[src/slfs_pkg.sv]
`timescale 1ns / 1ps

package slfs_pkg;

    localparam int unsigned DUTY_W = 16;
    localparam int unsigned LEN_W  = 12;
    localparam int unsigned RAND_W = 12;
    localparam int unsigned WIDE_W = 17;
    localparam int unsigned DVD_W  = WIDE_W + LEN_W;

    localparam logic [1:0] MODE_NONE = 2'd0;
    localparam logic [1:0] MODE_FADE = 2'd1;
    localparam logic [1:0] MODE_PLAY = 2'd2;

    localparam logic [2:0] CFG_ENABLE    = 3'd0;
    localparam logic [2:0] CFG_FADE_LEN  = 3'd1;
    localparam logic [2:0] CFG_PLAY_LEN  = 3'd2;
    localparam logic [2:0] CFG_HOLD      = 3'd3;
    localparam logic [2:0] CFG_DARK      = 3'd4;
    localparam logic [2:0] CFG_DIM       = 3'd5;

    localparam logic [15:0] EVE_TARGET = 16'd500;
    localparam logic [15:0] EVE_MOTION = 16'd20000;
    localparam logic [15:0] EVE_STAIR_A = 16'd4000;
    localparam logic [15:0] EVE_STAIR_B = 16'd2000;
    localparam logic [15:0] NIGHT_TARGET = 16'd70;
    localparam logic [15:0] NIGHT_MOTION = 16'd2500;
    localparam logic [15:0] NIGHT_STAIR_A = 16'd500;
    localparam logic [15:0] NIGHT_STAIR_B = 16'd300;
    localparam logic [15:0] DIM_MOTION = 16'd20000;
    localparam logic [4:0]  EVE_FIRST_HOUR = 5'd6;
    localparam logic [4:0]  EVE_LAST_HOUR  = 5'd22;

    // Reciprocals for the constant divisions: ceil(2^24/5) and ceil(2^20/6).
    localparam logic [21:0] DIV5_MUL = 22'd3355444;
    localparam logic [17:0] DIV6_MUL = 18'd174763;

    typedef struct packed {
        logic [4:0]        hour;
        logic [7:0]        ambient_level;
        logic              motion_edge;
        logic [RAND_W-1:0] rand_a;
        logic [RAND_W-1:0] rand_b;
        logic [RAND_W-1:0] rand_c;
        logic [RAND_W-1:0] rand_d;
        logic [RAND_W-1:0] rand_e;
    } t_in;

    typedef struct packed {
        logic [DUTY_W-1:0] duty_0;
        logic [DUTY_W-1:0] duty_1;
        logic [DUTY_W-1:0] duty_2;
        logic [DUTY_W-1:0] duty_3;
        logic [DUTY_W-1:0] duty_4;
        logic [DUTY_W-1:0] stair_duty_a;
        logic [DUTY_W-1:0] stair_duty_b;
        logic [1:0]        anim_mode;
    } t_out;

    typedef struct packed {
        logic              done;
        logic [WIDE_W-1:0] quot;
    } t_div_res;

    function automatic logic [WIDE_W-1:0] div5(input logic [18:0] x);
        logic [40:0] p;
        p = {22'd0, x} * {19'd0, DIV5_MUL};
        return p[40:24];
    endfunction

    function automatic logic [LEN_W-1:0] div6(input logic [LEN_W-1:0] x);
        logic [31:0] p;
        p = {20'd0, x} * {14'd0, DIV6_MUL};
        return p[31:20];
    endfunction

endpackage

[src/slfs_chan_if.sv]
`timescale 1ns / 1ps

interface slfs_chan_if #(parameter type T = logic) ();
    logic valid;
    logic ready;
    T     data;

    modport source (output valid, output data, input ready);
    modport sink (input valid, input data, output ready);
endinterface

[src/slfs_div.sv]
`timescale 1ns / 1ps

module slfs_div
    import slfs_pkg::*;
(
    input  logic             i_clk,
    input  logic             i_rst_n,
    input  logic             i_start,
    input  logic [DVD_W-1:0] i_dividend,
    input  logic [LEN_W-1:0] i_divisor,
    output t_div_res         o_res
);

    // Restoring division, one quotient bit a cycle. The caller guarantees that
    // the quotient fits WIDE_W bits, so the upper dividend bits start as the
    // partial remainder.
    logic              r_busy;
    logic              r_done;
    logic [4:0]        r_cnt;
    logic [LEN_W-1:0]  r_rem;
    logic [LEN_W-1:0]  r_dvs;
    logic [WIDE_W-1:0] r_sh;
    logic [LEN_W:0]    w_trial;
    logic              w_ge;

    assign w_trial = {r_rem, r_sh[WIDE_W-1]};
    assign w_ge    = w_trial >= {1'b0, r_dvs};

    always_ff @(posedge i_clk) begin
        if (!i_rst_n) begin
            r_busy <= 1'b0;
            r_done <= 1'b0;
            r_cnt  <= '0;
        end else begin
            r_done <= 1'b0;
            if (i_start) begin
                r_busy <= 1'b1;
                r_cnt  <= '0;
            end else if (r_busy) begin
                r_cnt <= r_cnt + 5'd1;
                if (r_cnt == 5'(WIDE_W - 1)) begin
                    r_busy <= 1'b0;
                    r_done <= 1'b1;
                end
            end
        end
    end

    always_ff @(posedge i_clk) begin
        if (i_start) begin
            r_rem <= i_dividend[DVD_W-1:WIDE_W];
            r_sh  <= i_dividend[WIDE_W-1:0];
            r_dvs <= i_divisor;
        end else if (r_busy) begin
            r_rem <= w_ge ? LEN_W'(w_trial - {1'b0, r_dvs}) : w_trial[LEN_W-1:0];
            r_sh  <= {r_sh[WIDE_W-2:0], w_ge};
        end
    end

    assign o_res.done = r_done;
    assign o_res.quot = r_sh;

endmodule

[src/staggered_light_fade_sequencer_core.sv]
`timescale 1ns / 1ps

// Hallway and staircase light sequencer, one tick word in, one duty word out.
// i_in carries a tick word (hour, ambient level, motion edge, random words);
// o_out carries the light duties and the animation mode. Both use valid/ready.
// The configuration port writes a register at each edge with i_cfg_we high;
// write only while the block is idle.
// A word is taken only in the idle state; while the block is disabled a word
// is taken and dropped. Held or steady ticks go straight to the output stage,
// a new fade first shuffles the light order, and fade and breathing ticks run
// each light's interpolation in turn through one shared 17-step restoring
// divider. The result waits in an output register; if the receiver stalls,
// the next word can be taken and computed, and the block holds its finished
// result until the output register frees up.
// After reset the registers hold their defaults (enabled, fade 600, play 1024,
// hold 3000, dark 2, dim 5) and all lights are off.
module staggered_light_fade_sequencer_core
    import slfs_pkg::*;
#(
    parameter int NUM_LIGHTS = 5
) (
    input  logic        i_clk,
    input  logic        i_rst_n,
    slfs_chan_if.sink   i_in,
    slfs_chan_if.source o_out,
    input  logic        i_cfg_we,
    input  logic [2:0]  i_cfg_idx,
    input  logic [15:0] i_cfg_data
);

    localparam int IW = (NUM_LIGHTS > 1) ? $clog2(NUM_LIGHTS) : 1;
    localparam logic [19:0] MOD_MUL = 20'((32'd1048576 + NUM_LIGHTS - 1) / NUM_LIGHTS);

    localparam logic [3:0] S_IDLE  = 4'd0;
    localparam logic [3:0] S_SHUF  = 4'd1;
    localparam logic [3:0] S_DISP  = 4'd2;
    localparam logic [3:0] S_FPREP = 4'd3;
    localparam logic [3:0] S_PH    = 4'd4;
    localparam logic [3:0] S_PL    = 4'd5;
    localparam logic [3:0] S_LSEL  = 4'd6;
    localparam logic [3:0] S_DIV   = 4'd7;
    localparam logic [3:0] S_POST  = 4'd8;
    localparam logic [3:0] S_FIN   = 4'd9;

    // Configuration.
    logic              r_enable;
    logic [LEN_W-1:0]  r_fade_len;
    logic [LEN_W-1:0]  r_play_len;
    logic [15:0]       r_hold;
    logic [7:0]        r_dark;
    logic [7:0]        r_dim;

    // Persistent state.
    logic [3:0]        r_state, n_state;
    logic [DUTY_W-1:0] r_cur, n_cur;
    logic [1:0]        r_mode, n_mode;
    logic [DUTY_W-1:0] r_from, n_from;
    logic [DUTY_W-1:0] r_to, n_to;
    logic [LEN_W-1:0]  r_len, n_len;
    logic [LEN_W-1:0]  r_step, n_step;
    logic [IW-1:0]     r_order [NUM_LIGHTS];
    logic [IW-1:0]     n_order [NUM_LIGHTS];
    logic [DUTY_W-1:0] r_held [NUM_LIGHTS];
    logic [DUTY_W-1:0] n_held [NUM_LIGHTS];
    logic [15:0]       r_mtimer, n_mtimer;

    // Per-tick work registers.
    logic [RAND_W-1:0] r_rand [NUM_LIGHTS];
    logic [DUTY_W-1:0] r_sa, n_sa;
    logic [DUTY_W-1:0] r_sb, n_sb;
    logic [1:0]        r_amode, n_amode;
    logic [IW-1:0]     r_idx, n_idx;
    logic [LEN_W-1:0]  r_off, n_off;
    logic [LEN_W-1:0]  r_soff, n_soff;
    logic [LEN_W-1:0]  r_span, n_span;
    logic [WIDE_W-1:0] r_high, n_high;
    logic [WIDE_W-1:0] r_low, n_low;
    logic [LEN_W-1:0]  r_fc, n_fc;
    logic              r_rev, n_rev;
    logic [WIDE_W-1:0] r_a, n_a;
    logic              r_neg, n_neg;
    logic [DVD_W-1:0]  r_dividend, n_dividend;
    logic              r_div_start, n_div_start;

    logic              r_out_valid;
    t_out              r_out;

    t_div_res          w_div;
    logic              w_accept;
    logic              w_out_load;
    logic [RAND_W-1:0] w_rand_in [5];

    slfs_div u_div (
        .i_clk      (i_clk),
        .i_rst_n    (i_rst_n),
        .i_start    (r_div_start),
        .i_dividend (r_dividend),
        .i_divisor  (r_span),
        .o_res      (w_div)
    );

    assign i_in.ready   = (r_state == S_IDLE);
    assign w_accept     = i_in.valid && (r_state == S_IDLE);
    assign w_out_load   = (r_state == S_FIN) && (!r_out_valid || o_out.ready);
    assign o_out.valid  = r_out_valid;
    assign o_out.data   = r_out;

    assign w_rand_in[0] = i_in.data.rand_a;
    assign w_rand_in[1] = i_in.data.rand_b;
    assign w_rand_in[2] = i_in.data.rand_c;
    assign w_rand_in[3] = i_in.data.rand_d;
    assign w_rand_in[4] = i_in.data.rand_e;

    // Band selection and motion override for the incoming tick.
    logic [DUTY_W-1:0] w_target, w_mlvl, w_sa, w_sb, w_tgt;
    logic [15:0]       w_mt0, w_mt;
    always_comb begin
        if (i_in.data.ambient_level < r_dark) begin
            if (i_in.data.hour >= EVE_FIRST_HOUR && i_in.data.hour <= EVE_LAST_HOUR) begin
                w_target = EVE_TARGET;
                w_mlvl   = EVE_MOTION;
                w_sa     = EVE_STAIR_A;
                w_sb     = EVE_STAIR_B;
            end else begin
                w_target = NIGHT_TARGET;
                w_mlvl   = NIGHT_MOTION;
                w_sa     = NIGHT_STAIR_A;
                w_sb     = NIGHT_STAIR_B;
            end
        end else if (i_in.data.ambient_level < r_dim) begin
            w_target = '0;
            w_mlvl   = DIM_MOTION;
            w_sa     = '0;
            w_sb     = '0;
        end else begin
            w_target = '0;
            w_mlvl   = '0;
            w_sa     = '0;
            w_sb     = '0;
        end
        w_mt0 = i_in.data.motion_edge ? r_hold : r_mtimer;
        if (w_mt0 != 16'd0) begin
            w_tgt = w_mlvl;
            w_mt  = w_mt0 - 16'd1;
        end else begin
            w_tgt = w_target;
            w_mt  = w_mt0;
        end
    end

    // Shuffle index: random word modulo the light count by reciprocal.
    logic [32:0]       w_mod_p;
    logic [RAND_W-1:0] w_mod_q;
    logic [RAND_W-1:0] w_mod_r;
    logic [IW-1:0]     w_j;
    assign w_mod_p = {21'd0, r_rand[r_idx]} * {13'd0, MOD_MUL};
    assign w_mod_q = w_mod_p[31:20];
    assign w_mod_r = RAND_W'(r_rand[r_idx] - RAND_W'(w_mod_q * RAND_W'(NUM_LIGHTS)));
    assign w_j     = w_mod_r[IW-1:0];

    // Per-light interpolation setup.
    logic [LEN_W:0]    w_s;
    logic [LEN_W-1:0]  w_sval;
    logic              w_up;
    logic [WIDE_W-1:0] w_la, w_lb, w_mag;
    logic [LEN_W-1:0]  w_half;
    logic [WIDE_W-1:0] w_qres;
    assign w_s    = {1'b0, r_step} - {1'b0, r_soff};
    assign w_half = {1'b0, r_len[LEN_W-1:1]};
    assign w_up   = r_idx[0] ^ r_rev;
    assign w_qres = r_neg ? (r_a - w_div.quot) : (r_a + w_div.quot);

    always_comb begin
        if (r_amode == MODE_FADE) begin
            w_la   = {1'b0, r_from};
            w_lb   = {1'b0, r_to};
            w_sval = w_s[LEN_W-1:0];
        end else begin
            w_la   = w_up ? r_low : r_high;
            w_lb   = w_up ? r_high : r_low;
            w_sval = r_fc;
        end
        w_mag = (w_lb >= w_la) ? (w_lb - w_la) : (w_la - w_lb);
    end

    logic              w_wr;
    logic [DUTY_W-1:0] w_wr_val;
    logic              w_next_light;

    always_comb begin
        n_state     = r_state;
        n_cur       = r_cur;
        n_mode      = r_mode;
        n_from      = r_from;
        n_to        = r_to;
        n_len       = r_len;
        n_step      = r_step;
        n_order     = r_order;
        n_held      = r_held;
        n_mtimer    = r_mtimer;
        n_sa        = r_sa;
        n_sb        = r_sb;
        n_amode     = r_amode;
        n_idx       = r_idx;
        n_off       = r_off;
        n_soff      = r_soff;
        n_span      = r_span;
        n_high      = r_high;
        n_low       = r_low;
        n_fc        = r_fc;
        n_rev       = r_rev;
        n_a         = r_a;
        n_neg       = r_neg;
        n_dividend  = r_dividend;
        n_div_start = 1'b0;
        w_wr        = 1'b0;
        w_wr_val    = r_from;
        w_next_light = 1'b0;

        unique case (r_state)
            S_IDLE: begin
                if (w_accept && r_enable) begin
                    n_mtimer = w_mt;
                    n_sa     = w_sa;
                    n_sb     = w_sb;
                    n_state  = S_DISP;
                    if (w_tgt != r_cur) begin
                        if (r_mode == MODE_FADE) begin
                            n_step = r_len - r_step;
                            n_from = r_to;
                            n_to   = r_from;
                        end else begin
                            n_mode = MODE_FADE;
                            n_step = '0;
                            n_from = r_cur;
                            n_to   = w_tgt;
                            n_len  = r_fade_len;
                            for (int k = 0; k < NUM_LIGHTS; k++) n_order[k] = IW'(k);
                            n_idx   = '0;
                            n_state = S_SHUF;
                        end
                        n_cur = w_tgt;
                    end
                end
            end
            S_SHUF: begin
                n_order[r_idx] = r_order[w_j];
                n_order[w_j]   = r_order[r_idx];
                if (r_idx == IW'(NUM_LIGHTS - 1)) begin
                    n_state = S_DISP;
                end else begin
                    n_idx = r_idx + IW'(1);
                end
            end
            S_DISP: begin
                if (r_mode == MODE_FADE) begin
                    if (r_step >= r_len) begin
                        n_mode  = MODE_NONE;
                        n_amode = MODE_NONE;
                        n_state = S_FIN;
                    end else begin
                        n_off   = div6(r_len);
                        n_amode = MODE_FADE;
                        n_state = S_FPREP;
                    end
                end else if (r_mode == MODE_PLAY) begin
                    n_amode = MODE_PLAY;
                    if (w_half == '0) begin
                        for (int k = 0; k < NUM_LIGHTS; k++) n_held[k] = r_from;
                        n_step  = '0;
                        n_state = S_FIN;
                    end else begin
                        n_span  = w_half;
                        n_state = S_PH;
                    end
                end else begin
                    // Steady tick: show the level, then breathe from the next tick.
                    for (int k = 0; k < NUM_LIGHTS; k++) begin
                        n_held[k]  = r_cur;
                        n_order[k] = IW'(k);
                    end
                    n_mode  = MODE_PLAY;
                    n_step  = {2'd0, r_play_len[LEN_W-1:2]};
                    n_from  = r_cur;
                    n_len   = r_play_len;
                    n_amode = MODE_NONE;
                    n_state = S_FIN;
                end
            end
            S_FPREP: begin
                n_span  = LEN_W'(r_len - LEN_W'(r_off * LEN_W'(NUM_LIGHTS)));
                n_soff  = '0;
                n_idx   = '0;
                n_state = S_LSEL;
            end
            S_PH: begin
                n_high  = div5(({3'd0, r_from} << 3) - {3'd0, r_from});
                n_state = S_PL;
            end
            S_PL: begin
                n_low = div5(({3'd0, r_from} << 1) + {3'd0, r_from});
                n_rev = r_step >= w_half;
                if (r_step >= (w_half << 1)) begin
                    n_fc = r_step - (w_half << 1);
                end else if (r_step >= w_half) begin
                    n_fc = r_step - w_half;
                end else begin
                    n_fc = r_step;
                end
                n_idx   = '0;
                n_state = S_LSEL;
            end
            S_LSEL: begin
                if (r_amode == MODE_FADE && w_s[LEN_W]) begin
                    w_wr         = 1'b1;
                    w_wr_val     = r_from;
                    w_next_light = 1'b1;
                end else if (r_amode == MODE_FADE && (r_span == '0 || w_sval > r_span)) begin
                    w_wr         = 1'b1;
                    w_wr_val     = r_to;
                    w_next_light = 1'b1;
                end else begin
                    n_a         = w_la;
                    n_neg       = w_lb < w_la;
                    n_dividend  = DVD_W'(w_mag * DVD_W'(w_sval));
                    n_div_start = 1'b1;
                    n_state     = S_DIV;
                end
            end
            S_DIV: begin
                if (w_div.done) begin
                    w_wr         = 1'b1;
                    w_wr_val     = w_qres[DUTY_W-1:0];
                    w_next_light = 1'b1;
                end
            end
            S_POST: begin
                if (r_amode == MODE_FADE) begin
                    n_step = r_step + LEN_W'(1);
                end else begin
                    n_step = (r_step + LEN_W'(1) == r_len) ? '0 : r_step + LEN_W'(1);
                    // Light 2 stays at the base level while the others breathe.
                    for (int k = 0; k < NUM_LIGHTS; k++) begin
                        if (k == 2) n_held[k] = r_from;
                    end
                end
                n_state = S_FIN;
            end
            S_FIN: begin
                if (w_out_load) n_state = S_IDLE;
            end
            default: n_state = S_IDLE;
        endcase

        if (w_wr) n_held[r_order[r_idx]] = w_wr_val;
        if (w_next_light) begin
            n_soff = r_soff + r_off;
            if (r_idx == IW'(NUM_LIGHTS - 1)) begin
                n_state = S_POST;
            end else begin
                n_idx   = r_idx + IW'(1);
                n_state = S_LSEL;
            end
        end
    end

    always_ff @(posedge i_clk) begin
        if (!i_rst_n) begin
            r_state     <= S_IDLE;
            r_enable    <= 1'b1;
            r_fade_len  <= 12'd600;
            r_play_len  <= 12'd1024;
            r_hold      <= 16'd3000;
            r_dark      <= 8'd2;
            r_dim       <= 8'd5;
            r_cur       <= '0;
            r_mode      <= MODE_NONE;
            r_from      <= '0;
            r_to        <= '0;
            r_len       <= '0;
            r_step      <= '0;
            r_mtimer    <= '0;
            r_div_start <= 1'b0;
            r_out_valid <= 1'b0;
            for (int k = 0; k < NUM_LIGHTS; k++) begin
                r_order[k] <= IW'(k);
                r_held[k]  <= '0;
            end
        end else begin
            r_state     <= n_state;
            r_cur       <= n_cur;
            r_mode      <= n_mode;
            r_from      <= n_from;
            r_to        <= n_to;
            r_len       <= n_len;
            r_step      <= n_step;
            r_order     <= n_order;
            r_held      <= n_held;
            r_mtimer    <= n_mtimer;
            r_div_start <= n_div_start;
            if (w_out_load) begin
                r_out_valid <= 1'b1;
            end else if (o_out.ready) begin
                r_out_valid <= 1'b0;
            end
            if (i_cfg_we) begin
                unique case (i_cfg_idx)
                    CFG_ENABLE:   r_enable   <= i_cfg_data[0];
                    CFG_FADE_LEN: r_fade_len <= i_cfg_data[LEN_W-1:0];
                    CFG_PLAY_LEN: r_play_len <= i_cfg_data[LEN_W-1:0];
                    CFG_HOLD:     r_hold     <= i_cfg_data;
                    CFG_DARK:     r_dark     <= i_cfg_data[7:0];
                    CFG_DIM:      r_dim      <= i_cfg_data[7:0];
                    default: ;
                endcase
            end
        end
    end

    always_ff @(posedge i_clk) begin
        if (w_accept) begin
            for (int k = 0; k < NUM_LIGHTS; k++) r_rand[k] <= w_rand_in[k];
        end
        r_sa       <= n_sa;
        r_sb       <= n_sb;
        r_amode    <= n_amode;
        r_idx      <= n_idx;
        r_off      <= n_off;
        r_soff     <= n_soff;
        r_span     <= n_span;
        r_high     <= n_high;
        r_low      <= n_low;
        r_fc       <= n_fc;
        r_rev      <= n_rev;
        r_a        <= n_a;
        r_neg      <= n_neg;
        r_dividend <= n_dividend;
    end

    // Absent lights read as dark.
    logic [DUTY_W-1:0] w_duty [5];
    for (genvar g = 0; g < 5; g++) begin : g_duty
        if (g < NUM_LIGHTS) begin : g_on
            assign w_duty[g] = r_held[g];
        end else begin : g_off
            assign w_duty[g] = '0;
        end
    end

    always_ff @(posedge i_clk) begin
        if (w_out_load) begin
            r_out.duty_0       <= w_duty[0];
            r_out.duty_1       <= w_duty[1];
            r_out.duty_2       <= w_duty[2];
            r_out.duty_3       <= w_duty[3];
            r_out.duty_4       <= w_duty[4];
            r_out.stair_duty_a <= r_sa;
            r_out.stair_duty_b <= r_sb;
            r_out.anim_mode    <= r_amode;
        end
    end

    a_div_start_enters_wait: assert property (@(posedge i_clk) disable iff (!i_rst_n)
        r_div_start |-> r_state == S_DIV)
        else $error("divider started outside the wait state");

    a_fin_holds_on_stall: assert property (@(posedge i_clk) disable iff (!i_rst_n)
        (r_state == S_FIN && r_out_valid && !o_out.ready) |=> r_state == S_FIN)
        else $error("finished word overwrote a stalled result");

    a_play_step_in_range: assert property (@(posedge i_clk) disable iff (!i_rst_n)
        (r_state == S_FIN && r_mode == MODE_PLAY && r_len != '0) |-> r_step < r_len)
        else $error("breathing step counter out of range");

endmodule

[src/flat_wrapper.sv]
// flat-port wrapper written by rule: the top's interface ports become plain ports
module staggered_light_fade_sequencer_core_flat import slfs_pkg::*;
#(
    parameter int NUM_LIGHTS = 5
)
  (i_clk, i_rst_n, i_cfg_we, i_cfg_idx, i_cfg_data, i_in_valid, i_in_data, i_in_ready, o_out_valid, o_out_data, o_out_ready);
  slfs_chan_if #(.T(t_in)) i_in_i ();
  slfs_chan_if #(.T(t_out)) o_out_i ();
  input  logic i_clk;
  input  logic i_rst_n;
  input  logic i_cfg_we;
  input  logic [2:0] i_cfg_idx;
  input  logic [15:0] i_cfg_data;
  input wire logic [$bits(i_in_i.valid)-1:0] i_in_valid;
  input wire logic [$bits(i_in_i.data)-1:0] i_in_data;
  output wire logic [$bits(i_in_i.ready)-1:0] i_in_ready;
  output wire logic [$bits(o_out_i.valid)-1:0] o_out_valid;
  output wire logic [$bits(o_out_i.data)-1:0] o_out_data;
  input wire logic [$bits(o_out_i.ready)-1:0] o_out_ready;
  assign i_in_i.valid = i_in_valid;
  assign i_in_i.data = i_in_data;
  assign i_in_ready = i_in_i.ready;
  assign o_out_valid = o_out_i.valid;
  assign o_out_data = o_out_i.data;
  assign o_out_i.ready = o_out_ready;
  staggered_light_fade_sequencer_core #(.NUM_LIGHTS(NUM_LIGHTS)) u_core (.i_clk(i_clk), .i_rst_n(i_rst_n), .i_in(i_in_i), .o_out(o_out_i), .i_cfg_we(i_cfg_we), .i_cfg_idx(i_cfg_idx), .i_cfg_data(i_cfg_data));
endmodule
[config.mk]
export PLATFORM = sky130hd
export DESIGN_NAME = staggered_light_fade_sequencer_core_flat
export DESIGN_NICKNAME = d
export VERILOG_FILES = /design/src/slfs_pkg.sv /design/src/slfs_chan_if.sv /design/src/slfs_div.sv /design/src/staggered_light_fade_sequencer_core.sv /design/src/flat_wrapper.sv
export SDC_FILE = /design/constraint.sdc
export NUM_CORES = 2
export LEC_CHECK = 0
export BUFFER_PORTS_ARGS = -buffer_cell sky130_fd_sc_hd__buf_2
export CELL_PAD_IN_SITES_DETAIL_PLACEMENT = 0
export CELL_PAD_IN_SITES_GLOBAL_PLACEMENT = 1
export CORE_AREA = 2 2 348 350
export CTS_BUF_LIST = sky130_fd_sc_hd__clkbuf_8
export DETAILED_ROUTE_END_ITERATION = 6
export DIE_AREA = 0 0 350 352
export GPL_TIMING_DRIVEN = 0
export PLACE_DENSITY_LB_ADDON = 0.1
export REMOVE_ABC_BUFFERS = 1
export SLEW_MARGIN = 20
export SYNTH_ARGS = -nofsm -noshare
export SYNTH_HDL_FRONTEND = slang
export SYNTH_SLANG_ARGS = --single-unit
[constraint.sdc]
create_clock -name i_clk -period 14 [get_ports i_clk]
set_clock_uncertainty 0.15 [all_clocks]
set_input_delay 3.5 -clock i_clk [delete_from_list [all_inputs] [get_ports i_clk]]
set_output_delay 3.5 -clock i_clk [all_outputs]
set_load 0.05 [all_outputs]
==> metrics.md <==
| Metric | Value |
|---|---|
| Outcome | finished clean |
| Reg area | 14500 µm² |
| Yosys cell types | 96 |
| Post-Syn Instances | 5689 |
| Fmax achieved | 0.0815 GHz |
| Crit path DAT | 12.71 ns |
| Largest net degree at the start of global routing | 108 |
| Iter 0 DRT Violations | 2694 |
| First-pass GRT wire length | 236 mm |
| Met1 Wirelength | 71.1 mm |
| Crit-path max FO | 25 |
| Pre-antenna DRT Iters | 5 |
| CP required | 14.43 ns |
| H-tree depth | 3 |
| Site Rows | 127 |
| CTS tree | built |
| Relative slew slack | 24.0% |
| DR vias | 40415 |
| Antenna violations before repair | 6 |
| Final antenna-violating net count | 0 |
| Number of CTS-inserted buffers | 103 |
| Post-route DRC | 0 |
| Vias per cell | 5.39 |
| Area of the multi-input gates | 34800 µm² |
| Slowest-stage cell, CP | xor2_1 |
| Core area | 119000 µm² |
| Cts repair resizes | 0 |
| Clk Latency, worst-skew pair | 0.86 ns |
| Final nets | 7013 |
| CP Launch Type | flip-flop |
| Syn Area/Cell | 9.39 µm² |
| Gr ovfl total | 0 |
| Vias in the first global route | 40496 |
| Layout cell share with drive strength beyond 1 | 8.74% |
| Post-Syn Area | 53400 µm² |
| Met2 WL | 67.7 mm |
| Post-synth EDFFs | 318 |
| Placer Congestion | 0.886 |
| Clk pin slew, worst setup/hold paths | 0.06 ns |
| Yosys warns | 0 |
| Die height | 352 µm |
| CTS max path bufs | 3 |
| Tot GR Track Use | 24.8% |
| Synth-to-Final Area Change | 9.43% |
| Seq/Total Area, Yosys | 27.2% |
| Slew Viols, Final | 0 |
| Top Ports | 214 |
| Crit-path max cell delay | 0.86 ns |
| Initial Util | 44.7% |
| Top sig layer | met5 |
| Port Buffer Count | 199 |
| Asr flop ratio synth | 0% |
| Post-DP HPWL | 119 mm |
| # clock sinks | 567 |
| Total Die Area | 123000 µm² |
| Post-route clock period utilization | 87.7% |
| Synth Register Bits | 567 |
| Unrepaired setup endpoints after global routing | no |
| Root Driver | clkbuf_8 |
| Top FF cell, synth | edfxtp_1 |
| Setup Buffers After CTS | 0 |
| Hold Fails Final Rpt | 0 |
| Met3 Wirelength | 9.37 mm |
| Cells after DPL | 7305 |
| Actual slew at the worst max-slew pin | 1.14 ns |
| Hold_buf cts | 0 |
| Fin crit period | 12.28 ns |
| Fillers | 11559 |
| WL/cell | 20.3 µm |
| Final Non-Filler Cells | 7496 |
| Final WL | 152 mm |
| Min-delay worst type | flip-flop to flip-flop |
| Chip width | 350 µm |
| Final setup viols | 0 |
| Max-Cap Viols | 0 |
| Crit end category | flip-flop |
| Crit path top cell by count | fa_1 |
| Critical path type | flip-flop to flip-flop |
[routing by layer]
metal	global-route usage, %	vias up
li1	-	19513
met1	35.2	19754
met2	38.4	954
met3	4.89	192
met4	6.98	2
met5	0	-
[critical path: cells and delay by family (launching register included)]
family                   cells  cell delay [ns]
AO/OA/AOI/OAI               15             4.75
XOR/XNOR                     3             1.59
adder cells (fa/ha/maj)      7             3.30
buffers and inverters        4             0.39
flip-flops                   1             0.55
multiplexers                 2             0.63
AND/OR/NAND/NOR              4             0.62
[kinds of logic (layout without fill, tap and decap cells)]
logic type	after synthesis	count (layout)	synth area share (%)
adder cells (fa/ha/maj)	1118	1118	32.4
flip-flops	567	567	27.2
other	1	19	0.00702
buffers and inverters	1125	1302	8.21
AO/OA/AOI/OAI	1136	1136	14.0
multiplexers	127	127	2.51
XOR/XNOR	217	217	3.59
AND/OR/NAND/NOR	1398	1398	12.0
[placed cells by master, fill, tap and decap left out, types with 17 or more instances in the layout]
master,instances
a221oi_1,24
mux2i_1,99
o21a_1,50
o21bai_1,19
and3_1,30
nand2b_1,57
a21o_1,106
nand3_1,79
edfxtp_1,318
nor2b_1,57
nand4_1,29
mux2_2,24
nand2_1,512
o211ai_1,44
xnor2_1,147
xor2_1,55
o21ai_0,193
a311oi_1,18
a22oi_1,21
clkbuf_8,111
nor4_1,17
nor2_1,370
ha_1,672
a31oi_1,41
fa_1,445
inv_1,910
a21oi_1,335
buf_2,198
or2_2,28
a21boi_0,26
a211oi_1,75
and2_1,65
nor3_1,78
dfxtp_1,244
[synthesized netlist by cell type (30+ instances only)]
library cell	instances	area share [%]
nand2b_1	58	0.68
fa_1	445	17
dfxtp_1	249	9.3
inv_1	877	6.2
and3_1	30	0.35
o21a_1	51	0.72
nand3_1	80	0.75
nor2b_1	60	0.70
a211oi_1	75	1.1
a21oi_1	337	3.2
a21o_1	106	1.5
a31oi_1	42	0.49
clkbuf_1	168	1.2
edfxtp_1	318	18
nor3_1	83	0.78
ha_1	672	16
o211ai_1	44	0.62
xnor2_1	155	2.5
o21ai_0	198	1.9
mux2i_1	99	1.9
and2_1	66	0.77
nor2_1	372	2.6
nand2_1	514	3.6
buf_4	32	0.45
xor2_1	60	0.98
[path summary, 6_finish.rpt]
kind,cells after the start,slack (ns),end,start
worst max-delay path,35,1.72,u_core.r_dividend[27],u_core.r_idx[0]
worst min-delay path,0,0.28,u_core.o_out.data[50],u_core.r_held[16]
worst max register to register,35,1.72,u_core.r_dividend[27],u_core.r_idx[0]
worst min register to register,0,0.28,u_core.o_out.data[50],u_core.r_held[16]
[per-stage QoR]
step | hold slack, ns | cell area (µm²) | utilization, % | TNS (ns) | worst slack (ns)
floorplan | 0.250 | 52400 | - | 0 | 1.49
global placement | 0.264 | 55400 | 46.4 | -74.97 | -2.23
detailed placement | 0.255 | 56300 | 47.1 | 0 | 1.65
CTS | 0.280 | 58400 | 48.9 | 0 | 1.66
global route | 0.285 | 58400 | 49.0 | 0 | 1.02
finish | 0.280 | 58400 | 49.0 | 0 | 1.72
[area by class of cell]
type,count,share of cell area (%)
multi-input cells,4010,59.6
flip-flops and latches,567,24.9
inverters,880,5.67
well taps,1612,3.45
repair buffers,236,2.76
clock buffers,111,2.61
clock inverters,75,1.01
diodes,5,0.0214
[flip-flops by register name, indices dropped and copies added (netlist names), 10 cells and up]
name / count
u_core.o_out.data: 85
u_core.r_a: 16
u_core.r_dividend: 29
u_core.r_fade_len: 12
u_core.r_fc: 12
u_core.r_from: 16
u_core.r_held: 80
u_core.r_high: 17
u_core.r_hold: 16
u_core.r_len: 12
u_core.r_low: 17
u_core.r_mtimer: 16
u_core.r_off: 10
u_core.r_order: 15
u_core.r_play_len: 12
u_core.r_rand: 60
u_core.r_soff: 12
u_core.r_span: 12
u_core.r_step: 12
u_core.r_to: 16
u_core.u_div.r_dvs: 12
u_core.u_div.r_rem: 12
u_core.u_div.r_sh: 17
Power is left out: the tool's default activity adds up to more than one toggle a clock period on the data nets, which glitch-free logic cannot reach.
